### src/hw/rtl/vhp_pkg.sv
// Package for the packet header parser: header length, result layout and
// the function that decodes the stored header bytes into a result item.
// Used by vhp_cell and vita49_header_parser_top.
`default_nettype none

package vhp_pkg;

    localparam int HEADER_LEN  = 28;
    localparam int COUNT_W     = $clog2(HEADER_LEN + 1);
    localparam int IN_TDATA_W  = 8;
    localparam int OUT_TDATA_W = 224;

    typedef logic [HEADER_LEN-1:0][7:0] header_bytes_t;

    // First declared member lands in the highest bits, so header_ok is bit 0.
    typedef struct packed {
        logic        pad;
        logic [63:0] fraction_stamp;
        logic [31:0] seconds_stamp;
        logic [63:0] class_ident;
        logic [31:0] stream_ident;
        logic [15:0] size_words;
        logic [3:0]  sequence_count;
        logic [1:0]  fraction_ts_kind;
        logic [1:0]  integer_ts_kind;
        logic        trailer_present;
        logic        class_present;
        logic [3:0]  hdr_type;
        logic        header_ok;
    } header_result_t;

    function automatic logic [31:0] be_word(input header_bytes_t hb, input int unsigned idx);
        be_word = {hb[4*idx], hb[4*idx+1], hb[4*idx+2], hb[4*idx+3]};
    endfunction

    function automatic header_result_t decode_header(input header_bytes_t hb, input logic ok);
        header_result_t r;
        logic [31:0]    w0;
        r  = '0;
        w0 = be_word(hb, 0);
        if (ok) begin
            r.header_ok        = 1'b1;
            r.hdr_type         = w0[31:28];
            r.class_present    = w0[27];
            r.trailer_present  = w0[26];
            r.integer_ts_kind  = w0[23:22];
            r.fraction_ts_kind = w0[21:20];
            r.sequence_count   = w0[19:16];
            r.size_words       = w0[15:0];
            r.stream_ident     = be_word(hb, 1);
            r.class_ident      = w0[27] ? {be_word(hb, 2), be_word(hb, 3)} : 64'd0;
            r.seconds_stamp    = be_word(hb, 4);
            r.fraction_stamp   = {be_word(hb, 5), be_word(hb, 6)};
        end
        decode_header = r;
    endfunction

endpackage

`default_nettype wire

### src/hw/rtl/vhp_cell.sv
// One byte cell of the header shift line. It takes its neighbor's byte when
// the line shifts and shows its next value for the decoder. Uses vhp_pkg.
`default_nettype none

module vhp_cell (
    input  wire logic       aclk,
    input  wire logic       shift_en,
    input  wire logic [7:0] d_in,
    output logic      [7:0] q,
    output logic      [7:0] q_next
);
    import vhp_pkg::*;

    logic [7:0] byte_reg;
    logic [7:0] byte_next;

    always_comb begin
        byte_next = shift_en ? d_in : byte_reg;
    end

    always_ff @(posedge aclk) begin
        byte_reg <= byte_next;
    end

    assign q      = byte_reg;
    assign q_next = byte_next;

endmodule

`default_nettype wire

### src/hw/rtl/vita49_header_parser_top.sv
// Packet header parser top level: a row of byte cells, a byte counter and
// an output register. Depends on vhp_pkg and vhp_cell.
// The result item appears in the cycle after the last byte is taken.
// Throughput: one byte per cycle; input stalls only while a result waits
// in the output register and m_tready is low.
// Reset clears the byte counter and the output valid flag; cell bytes are not reset.
`default_nettype none

module vita49_header_parser_top (
    input  wire logic                           aclk,
    input  wire logic                           aresetn,
    input  wire logic                           s_tvalid,
    output logic                                s_tready,
    input  wire logic [vhp_pkg::IN_TDATA_W-1:0] s_tdata,  // [7:0] data_byte
    input  wire logic                           s_tlast,  // last_byte
    output logic                                m_tvalid,
    input  wire logic                           m_tready,
    // From bit 0 up: header_ok, hdr_type, class_present, trailer_present,
    // integer_ts_kind, fraction_ts_kind, sequence_count, size_words,
    // stream_ident, class_ident, seconds_stamp, fraction_stamp, one zero bit.
    output logic [vhp_pkg::OUT_TDATA_W-1:0]     m_tdata
);
    import vhp_pkg::*;

    logic [COUNT_W-1:0] count_reg;
    logic [COUNT_W-1:0] count_next;
    logic               out_valid_reg;
    logic               out_valid_next;
    header_result_t     out_data_reg;
    logic               in_accept;
    logic               shift_en;
    logic               header_ok;
    header_bytes_t      cell_q;
    header_bytes_t      cell_next;

    assign s_tready  = !out_valid_reg || m_tready;
    assign in_accept = s_tvalid && s_tready;
    assign shift_en  = in_accept && (count_reg < COUNT_W'(HEADER_LEN));

    // Bytes enter at the tail and move toward cell 0, so after a full header
    // cell k holds byte k of the packet.
    genvar gi;
    generate
        for (gi = 0; gi < HEADER_LEN; gi++) begin : g_cell
            logic [7:0] d_in;
            if (gi == HEADER_LEN - 1) begin : g_tail
                assign d_in = s_tdata[7:0];
            end else begin : g_body
                assign d_in = cell_q[gi+1];
            end
            vhp_cell u_cell (
                .aclk     (aclk),
                .shift_en (shift_en),
                .d_in     (d_in),
                .q        (cell_q[gi]),
                .q_next   (cell_next[gi])
            );
        end
    endgenerate

    // The header is complete once this item brings the count to the full length.
    assign header_ok = (count_reg >= COUNT_W'(HEADER_LEN - 1));

    always_comb begin
        count_next = count_reg;
        if (in_accept) begin
            if (s_tlast) begin
                count_next = '0;
            end else if (count_reg < COUNT_W'(HEADER_LEN)) begin
                count_next = count_reg + COUNT_W'(1);
            end
        end
        out_valid_next = out_valid_reg;
        if (m_tready) begin
            out_valid_next = 1'b0;
        end
        if (in_accept && s_tlast) begin
            out_valid_next = 1'b1;
        end
    end

    always_ff @(posedge aclk) begin
        if (!aresetn) begin
            count_reg     <= '0;
            out_valid_reg <= 1'b0;
        end else begin
            count_reg     <= count_next;
            out_valid_reg <= out_valid_next;
        end
    end

    always_ff @(posedge aclk) begin
        if (in_accept && s_tlast) begin
            out_data_reg <= decode_header(cell_next, header_ok);
        end
    end

    assign m_tvalid = out_valid_reg;
    assign m_tdata  = out_data_reg;

    a_last_gives_result: assert property (@(posedge aclk) disable iff (!aresetn)
        (s_tvalid && s_tready && s_tlast) |=> m_tvalid)
        else $error("last byte taken without a result item");

    a_short_is_zero: assert property (@(posedge aclk) disable iff (!aresetn)
        (m_tvalid && !m_tdata[0]) |-> (m_tdata[OUT_TDATA_W-1:1] == '0))
        else $error("short packet result carries nonzero fields");

    a_count_bound: assert property (@(posedge aclk) disable iff (!aresetn)
        count_reg <= COUNT_W'(HEADER_LEN))
        else $error("byte count beyond header length");

    a_count_restart: assert property (@(posedge aclk) disable iff (!aresetn)
        (s_tvalid && s_tready && s_tlast) |=> (count_reg == '0))
        else $error("byte count not cleared after last byte");

endmodule

`default_nettype wire
### config.mk
export PLATFORM = sky130hd
export DESIGN_NAME = vita49_header_parser_top
export DESIGN_NICKNAME = d
export VERILOG_FILES = /design/src/hw/rtl/vhp_pkg.sv /design/src/hw/rtl/vhp_cell.sv /design/src/hw/rtl/vita49_header_parser_top.sv
export SDC_FILE = /design/constraint.sdc
export NUM_CORES = 1
export LEC_CHECK = 0
export BUFFER_PORTS_ARGS = -buffer_cell sky130_fd_sc_hd__buf_4
export CAP_MARGIN = 20
export CORE_MARGIN = 3
export CORE_UTILIZATION = 35
export DETAILED_ROUTE_END_ITERATION = 10
export GPL_ROUTABILITY_DRIVEN = 0
export PLACE_DENSITY = 0.52
export SETUP_SLACK_MARGIN = 0.2
export SYNTH_ARGS = -nofsm -noshare
export SYNTH_HDL_FRONTEND = slang
export SYNTH_HIERARCHICAL = 1
export SYNTH_SLANG_ARGS = --single-unit
### constraint.sdc
create_clock -name aclk -period 9.9 [get_ports aclk]
set_input_delay 0.495 -clock aclk [delete_from_list [all_inputs] [get_ports aclk]]
set_output_delay 0.495 -clock aclk [all_outputs]
set_load 0.005 [all_outputs]
==> flow_summary_export.csv, run 1 <==
group,metric,value,unit
status,outcome,"complete, no violations",
routing,wirelength,33900,µm
clock_network,clk_latency,570,ps
timing,fin_skew,24.5,ps
yosys,syn_avg_cell_area,17.0,µm²
cells_and_area,layout.nets,1237,
timing,slew-limit-headroom,0.213,
grt,antenna_found_initial,0,
clock_network,cts-hold-fix-buffers,0,
cells_and_area,seq_area,11300,µm²
clock_network,ctsLongestPathBuffers,3,
cells_and_area,largest_reg_flops,223,
grt,grt.total_usage,0.131,
yosys,syn_nets,1003,
timing,tightest_slew,1180,ps
timing,setup_viol,0,
place,port_buffers,237,
timing,setup_slack,6320,ps
cells_and_area,nFillCells,4224,
floorplanning,die_w,225,µm
timing,tns,0,ps
setup_path,worstPathCellList,"nor2b_1, nor3_2, buf_4, buf_12, mux2_4, and3_1",
floorplanning,die_h,225,µm
setup_path,timing_worst_setup_path_type,"reg2reg",
setup_path,critPathArrivalTime,4000,ps
cells_and_area,diodes,0,
power,total_leakage_power,8.50,nW
setup_path,cp-end-kind,"flip-flop",
min_path,min_path_type,"in2reg",
timing,post-route-period-util,0.361,
clock_network,cts-buffers-inserted,47,
floorplanning,ios,239,
power,powerDensity,262,nW/µm²
clock_network,cts_root_buf,"clkbuf_16",
timing,fin_crit,3580,ps
floorplanning,initial_core_util,0.358,
clock_network,post_cts.repair.setup_buffers,0,
clock_network,cts_max_level,2,
routing,drc_errors,0,
clock_network,clkTransAtPathRegs,60,ps
floorplanning,core_area,47000,µm²
floorplanning,dieArea,50600,µm²
setup_path,cpPeakStageDelay,760,ps
setup_path,worstSetupStartpointType,"flip-flop",
timing,rsz0062_at_grt,"no",
power,ir_drop,0.000117,V
routing,first_pass_iters,4,
setup_path,slowest_stage,"buf_4",
routing,vias,8222,
routing,drt-initial-drc-count,482,
yosys,synth_cells,989,
clock_network,cts_resized,0,
yosys,synth_area,16800,µm²
cells_and_area,drive_gt1_frac,0.429,
flow_run,maxCapViolCount,0,
place,place_area,18800,µm²
cells_and_area,multi_input_area,4930,µm²
timing,clock.fmax,280,MHz
grt,globalRouteOverflowTotal,0,
clock_network,numClockSinks,451,
cells_and_area,fin_area,20400,µm²
place,place_ws,6040,ps
clock_network,cts_tree,"yes",
floorplanning,rows,79,
grt,grt_max_degree,127,
timing,slew_viol_final,0,
routing,via_per_inst,4.40,
yosys,ys_warn_count,6,
grt,grt_pass1_vias,8608,
timing,final-hold-violation-count,0,
routing,ant_nets,0,
grt,grt_first_pass_wirelength,51400,µm
routing,wl_per_cell,18.1,µm
setup_path,critPathMaxFanout,126,
setup_path,required,10320,ps
cells_and_area,syn2layout_area_growth,21.4,%
place,dpl.hpwl,21400,µm
per-stage QoR:
| stage | hold slack, ps | cells | total power, mW | utilization |
|---|---|---|---|---|
| 6_report | 154 | 1869 | 5.34 | 0.434 |
| 5_1_grt | 131 | 1869 | 5.61 | 0.434 |
| 4_1_cts | 108 | 1868 | 5.42 | 0.434 |
| 3_5_place_dp | 455 | 1780 | 3.63 | 0.401 |
| 3_3_place_gp | 455 | 1780 | 3.62 | 0.401 |
| 2_1_floorplan | 443 | 989 | 3.35 | - |
placed cells by master (no fill, tap or decap):
cell,instances
clkbuf_8,2
o21ai_0,1
and2_1,159
clkinv_4,1
clkinv_2,8
a211oi_2,1
mux2_4,222
a31o_2,1
a41oi_1,1
mux2i_1,1
a21oi_1,2
nor2b_1,1
inv_6,1
buf_4,244
conb_1,1
inv_1,4
nor3_2,1
clkbuf_1,16
nor2_4,2
clkinv_1,4
o31ai_1,1
a211oi_1,2
nor2_1,2
clkinvlp_4,2
a31oi_1,2
clkinv_8,1
dfxtp_1,228
buf_12,2
nand2_1,2
bufinv_16,5
o211ai_1,1
ha_1,1
and3_1,66
a41o_1,1
clkbuf_16,48
edfxtp_1,223
or4_1,1
nand3b_1,1
routing by layer:
layer	wire [µm]	vias to the layer above	part of all wire	global-route usage
met5	0	-	0	0
met4	702	0	0.021	0.0424
met3	2540	54	0.075	0.0453
met2	15700	195	0.46	0.210
met1	15000	3983	0.44	0.167
li1	-	3990	-	-
worst paths after layout:
| check | endpoint | from | cells after the start | slack (ps) |
|---|---|---|---|---|
| max | m_tdata[82] | m_tvalid | 6 | 6320 |
| min reg2reg | g_cell[1].u_cell/q[1] | g_cell[1].u_cell/q[1] | 1 | 470 |
| max reg2reg | m_tdata[82] | m_tvalid | 6 | 6320 |
| min | g_cell[27].u_cell/q[5] | s_tdata[5] | 2 | 150 |
cell type report:
cell class                      instances  area share
Sequential cell                       451       0.552
Multi-Input combinational cell        473       0.242
Timing Repair Buffer                  246      0.0918
Clock buffer                           66      0.0632
Tap cell                              607      0.0373
Clock inverter                         22      0.0125
Inverter                                4    0.000737
power by group:
| part | total, mW | switching, mW | internal (mW) |
|---|---|---|---|
| combinational | 0.881 | 0.267 | 0.614 |
| sequential | 2.70 | 0.281 | 2.42 |
| clock | 1.76 | 0.717 | 1.04 |
worst max-delay path, delay by kind of cell (launching register included):
family | cells | cell delay [ps]
buf+inv | 2 | 1370
mux | 1 | 720
simple gates | 3 | 670
flops | 1 | 310
(Power assumes the default switching activity.)
==> run 2, diff against run 1 <==
- PLACE_DENSITY: 0.52 -> 0.5
- clock period: 9.9 -> 3.3 ns (I/O delays scaled with it)
==> flow_summary_export.csv, run 2 (same netlist as run 1, synthesis figures left out) <==
group,metric,value,unit
status,outcome,"complete, no violations",
cells_and_area,seq_area,11300,µm²
power,swShare,0.232,
place,dpl.hpwl,21200,µm
flow_run,maxCapViolCount,0,
setup_path,critPathMaxFanout,40,
grt,grt_first_pass_wirelength,52100,µm
timing,tns,0,ps
floorplanning,core_area,47000,µm²
floorplanning,rows,79,
grt,antenna_found_initial,0,
clock_network,post_cts.repair.setup_buffers,0,
grt,grt_pass1_vias,8577,
clock_network,cts_tree,"yes",
timing,slew_viol_final,0,
power,seqPwrFrac,0.480,
cells_and_area,largest_reg_flops,223,
clock_network,cts_max_level,2,
cells_and_area,drive_gt1_frac,0.437,
setup_path,worstSetupStartpointType,"flip-flop",
routing,ant_nets,0,
cells_and_area,final_common_cell,"buf_4",
clock_network,ctsLongestPathBuffers,3,
clock_network,clk_latency,580,ps
power,total_leakage_power,8.73,nW
clock_network,numClockSinks,451,
grt,globalRouteOverflowTotal,0,
timing,tightest_slew,793,ps
grt,grt_max_degree,136,
clock_network,clkTransAtPathRegs,60,ps
power,clkPwrFrac,0.363,
clock_network,cts_resized,0,
timing,setup_viol,0,
floorplanning,ios,239,
power,ir_drop,0.000380,V
floorplanning,dieArea,50600,µm²
cells_and_area,postLayoutCoreUtil,0.445,
grt,grt.total_usage,0.134,
timing,clock.fmax,420,MHz
routing,first_pass_iters,4,
place,port_buffers,237,
min_path,min_path_type,"in2reg",
cells_and_area,multi_input_area,4950,µm²
cells_and_area,layout.nets,1254,
timing,slew-limit-headroom,0.471,
power,comb_power_share,0.157,
routing,drc_errors,0,
timing,fin_skew,13.1,ps
power,p_switching,3.91,mW
power,power,16.9,mW
power,internal_power,13.0,mW
timing,fin_crit,2380,ps
routing,wl_per_cell,18.2,µm
routing,wirelength,34300,µm
routing,vias,8277,
clock_network,cts-hold-fix-buffers,14,
clock_network,cts_root_buf,"clkbuf_16",
setup_path,timing_worst_setup_path_type,"reg2reg",
routing,drt-initial-drc-count,513,
timing,whs,43.1,ps
setup_path,critPathArrivalTime,2710,ps
cells_and_area,diodes,0,
floorplanning,initial_core_util,0.358,
timing,rsz0062_at_grt,"no",
cells_and_area,nFillCells,4172,
setup_path,cp-end-kind,"flip-flop",
setup_path,required,3630,ps
clock_network,cts-buffers-inserted,48,
power,powerDensity,808,nW/µm²
floorplanning,die_w,225,µm
routing,via_per_inst,4.39,
timing,final-hold-violation-count,0,
timing,post-route-period-util,0.722,
cells_and_area,mostFrequentLayoutCells,"buf_4, dfxtp_1, edfxtp_1",
cells_and_area,syn2layout_area_growth,24.5,%
floorplanning,die_h,225,µm
[run 2: cell types whose count changed in the layout (fill, tap and decap cells not counted), sizes merged]
cell | previous run | this run
clkinvlp | 2 | 4
clkbuf | 66 | 63
buf | 246 | 248
clkinv | 14 | 8
dlygate4sd3 | 0 | 14
bufinv | 5 | 12
inv | 5 | 6
[run 2: per-layer routing]
layer	track usage	share of wire	wire [µm]	vias up
met2	0.206	0.45	15600	189
met3	0.0430	0.064	2190	42
li1	-	-	-	4023
met1	0.183	0.47	16000	4023
met5	0	0	0	-
met4	0.0349	0.017	590	0
[run 2: path summary, 6_finish.rpt]
kind | startpoint | to | slack [ps] | depth (start not counted)
hold / removal | m_tready | count_reg[1] | 40 | 4
setup / recovery | count_reg[2] | m_tdata[68] | 920 | 6
hold reg to reg | g_cell[0].u_cell/q[2] | g_cell[0].u_cell/q[2] | 470 | 1
setup reg to reg | count_reg[2] | m_tdata[68] | 920 | 6
[run 2: critical path, cell delays in order, from the launching register on]
cell and delay, ps:
dfxtp_1 360, and3_1 240, nor3_4 250, buf_12 350, buf_4 410, mux2_4 340
and3_1 160
[run 2: stage by stage]
step | setup WS, ps | instances | cell area (µm²)
after floorplan | -945 | 989 | 16800
after global placement | 952 | 1783 | 18900
after detailed placement | 905 | 1783 | 18900
after CTS | 913 | 1886 | 20900
after global routing | 813 | 1886 | 20900
final | 916 | 1886 | 20900
[run 2: cell type report]
| class | instances | share of cell area |
|---|---|---|
| Sequential cell | 451 | 0.539 |
| Multi-Input combinational cell | 473 | 0.237 |
| Timing Repair Buffer | 262 | 0.0999 |
| Clock buffer | 63 | 0.0655 |
| Tap cell | 607 | 0.0363 |
| Clock inverter | 26 | 0.0224 |
| Inverter | 4 | 0.000718 |
[run 2: power by group through the flow]
stage	registers, mW	logic (mW)	clock network (mW)
3_5_place_dp	8.27	2.64	0
3_3_place_gp	8.27	2.61	0
5_1_grt	8.30	2.88	6.55
4_1_cts	8.16	2.68	6.32
2_1_floorplan	7.86	2.19	0
6_report	8.11	2.65	6.14
==> run 3, diff against run 2 <==
- ABC_AREA: default -> 1
- PLACE_DENSITY: 0.5 -> 0.52
- clock period: 3.3 -> 2.1 ns (I/O delays scaled with it)
==> flow_summary_export.csv, run 3 <==
group,metric,value,unit
power,internal_power,15.7,mW
timing,whs,134,ps
yosys,syn_avg_cell_area,9.61,µm²
clock_network,clk_latency,570,ps
routing,drc_errors,0,
grt,grt_pass1_vias,11200,
floorplanning,initial_core_util,0.356,
power,swShare,0.248,
flow_run,maxCapViolCount,0,
timing,fin_skew,11.3,ps
min_path,min_path_type,"in2reg",
setup_path,reg2reg_slack,330,ps
timing,clock.fmax,564,MHz
status,outcome,"complete, no violations",
setup_path,critPathTopFamily,"simple AND/OR/NAND/NOR gates",
setup_path,ff2ff_path_depth,10,
routing,wl_per_cell,14.2,µm
floorplanning,core_area,45700,µm²
setup_path,timing_worst_setup_path_type,"reg2reg",
cells_and_area,diodes,0,
clock_network,ctsLongestPathBuffers,3,
grt,grt_max_degree,97,
setup_path,worstSetupStartpoint,"count_reg[4]",
routing,ant_nets,0,
routing,vias,11000,
place,place_area,18600,µm²
power,ir_drop,0.000480,V
setup_path,slowest_stage,"dfxtp_1",
power,clkPwrFrac,0.393,
cells_and_area,syn2layout_area_growth,25.6,%
cells_and_area,drive_gt1_frac,0.189,
power,powerDensity,1020,nW/µm²
clock_network,cts-buffers-inserted,49,
setup_path,required,2520,ps
grt,grt_first_pass_wirelength,57400,µm
setup_path,crit_end,"m_tdata[93]",
power,seqPwrFrac,0.513,
floorplanning,ios,239,
timing,slew_viol_final,0,
clock_network,cts_max_level,2,
power,p_switching,5.18,mW
place,port_buffers,237,
setup_path,worstPathCellList,"nand2_2, nor2_4, nor2_4, buf_12, buf_4, clkbuf_16, nand2_1, nand2_1, inv_1, nor2_1",
power,total_leakage_power,8.79,nW
yosys,ys_warn_count,6,
floorplanning,rows,78,
setup_path,rr_endpoint,"m_tdata[93]",
grt,globalRouteOverflowTotal,0,
timing,fin_crit,1770,ps
cells_and_area,largest_reg_flops,223,
setup_path,worstSetupStartpointType,"flip-flop",
yosys,synth_area,16300,µm²
setup_path,cpPeakStageDelay,350,ps
cells_and_area,layout.nets,1979,
place,dpl.hpwl,24500,µm
clock_network,numClockSinks,451,
setup_path,critPathMaxFanout,26,
setup_path,cp-end-kind,"flip-flop",
yosys,syn_nets,1707,
clock_network,cts_tree,"yes",
timing,post-route-period-util,0.844,
setup_path,cp_num_cells,10,
floorplanning,die_h,222,µm
cells_and_area,fin_area,20400,µm²
timing,rsz0062_at_grt,"no",
routing,drt-initial-drc-count,424,
setup_path,crit_buf_inv,4,
routing,first_pass_iters,4,
grt,grt.total_usage,0.144,
grt,antenna_found_initial,0,
setup_path,rr_startpoint,"count_reg[4]",
floorplanning,die_w,222,µm
cells_and_area,final_common_cell,"nand2_1",
routing,via_per_inst,4.24,
clock_network,cts_root_buf,"clkbuf_16",
timing,setup_viol,0,
yosys,synth_cells,1693,
setup_path,critPathArrivalTime,2190,ps
cells_and_area,mostFrequentLayoutCells,"nand2_1, buf_4, inv_1",
power,comb_power_share,0.094,
routing,wirelength,37000,µm
clock_network,clkTransAtPathRegs,60,ps
floorplanning,dieArea,49100,µm²
timing,final-hold-violation-count,0,
-- run 3: how the worst min path moves through the flow --
stage,startpoint,to,slack [ps],cells after the start
finish,m_tready,count_reg[2],130,7
global route,m_tready,count_reg[2],180,7
floorplan,aresetn,m_tvalid,200,2
global placement,s_tdata[4],g_cell[27].u_cell/q[4],330,3
CTS,m_tready,count_reg[2],100,7
detailed placement,s_tdata[4],g_cell[27].u_cell/q[4],320,3
-- run 3: layout make-up --
type                       count  area, µm²
inverter                     261        982
sequential                   451      11300
multi-input combinational    928       3580
tap                          600        751
clock inverter                22        175
clock buffer                  67       1350
fill                        4530      25200
timing repair buffer         274       2340
-- run 3: metrics by stage --
stage | setup slack, ps | total power [mW] | instances | setup TNS [ps] | utilization
2_1_floorplan | -2070 | 12.1 | 1693 | -870060 | -
3_3_place_gp | 242 | 12.8 | 2494 | 0 | 0.408
3_5_place_dp | 213 | 12.8 | 2494 | 0 | 0.408
4_1_cts | 190 | 21.1 | 2595 | 0 | 0.444
5_1_grt | 216 | 22.0 | 2603 | 0 | 0.448
6_report | 328 | 20.9 | 2603 | 0 | 0.448
-- run 3: per-layer routing --
layer,global-route usage,share of wire
met1,0.177,0.43
met2,0.242,0.48
met3,0.0481,0.065
met4,0.0405,0.020
met5,0,0
-- run 3: repair_timing --
item | 4_1_cts | 5_1_grt
hold endpoints to repair | 23 | 0
gates resized for setup | 0 | 11
buffers inserted | 0 | 4
pin swaps | 0 | 1
hold buffers | 12 | 0
setup endpoints to repair | 10 | 203
cloned | 0 | 4
-- run 3: power by group through the flow --
stage / registers (mW) / clock network (mW) / logic (mW)
after floorplan: 10.8 / 0 / 1.33
after detailed placement: 10.9 / 0 / 1.92
after global routing: 10.8 / 8.84 / 2.30
after CTS: 10.7 / 8.48 / 1.96
after global placement: 10.9 / 0 / 1.91
final: 10.7 / 8.21 / 1.96
-- run 3: worst register-to-register path, stage by stage, from the launching register on --
cell and delay [ps]:
dfxtp_1 350, nand2_2 130, nor2_4 50, nor2_4 200, buf_12 210, buf_4 170, clkbuf_16 200, nand2_1 70
nand2_1 90, inv_1 50, nor2_1 110
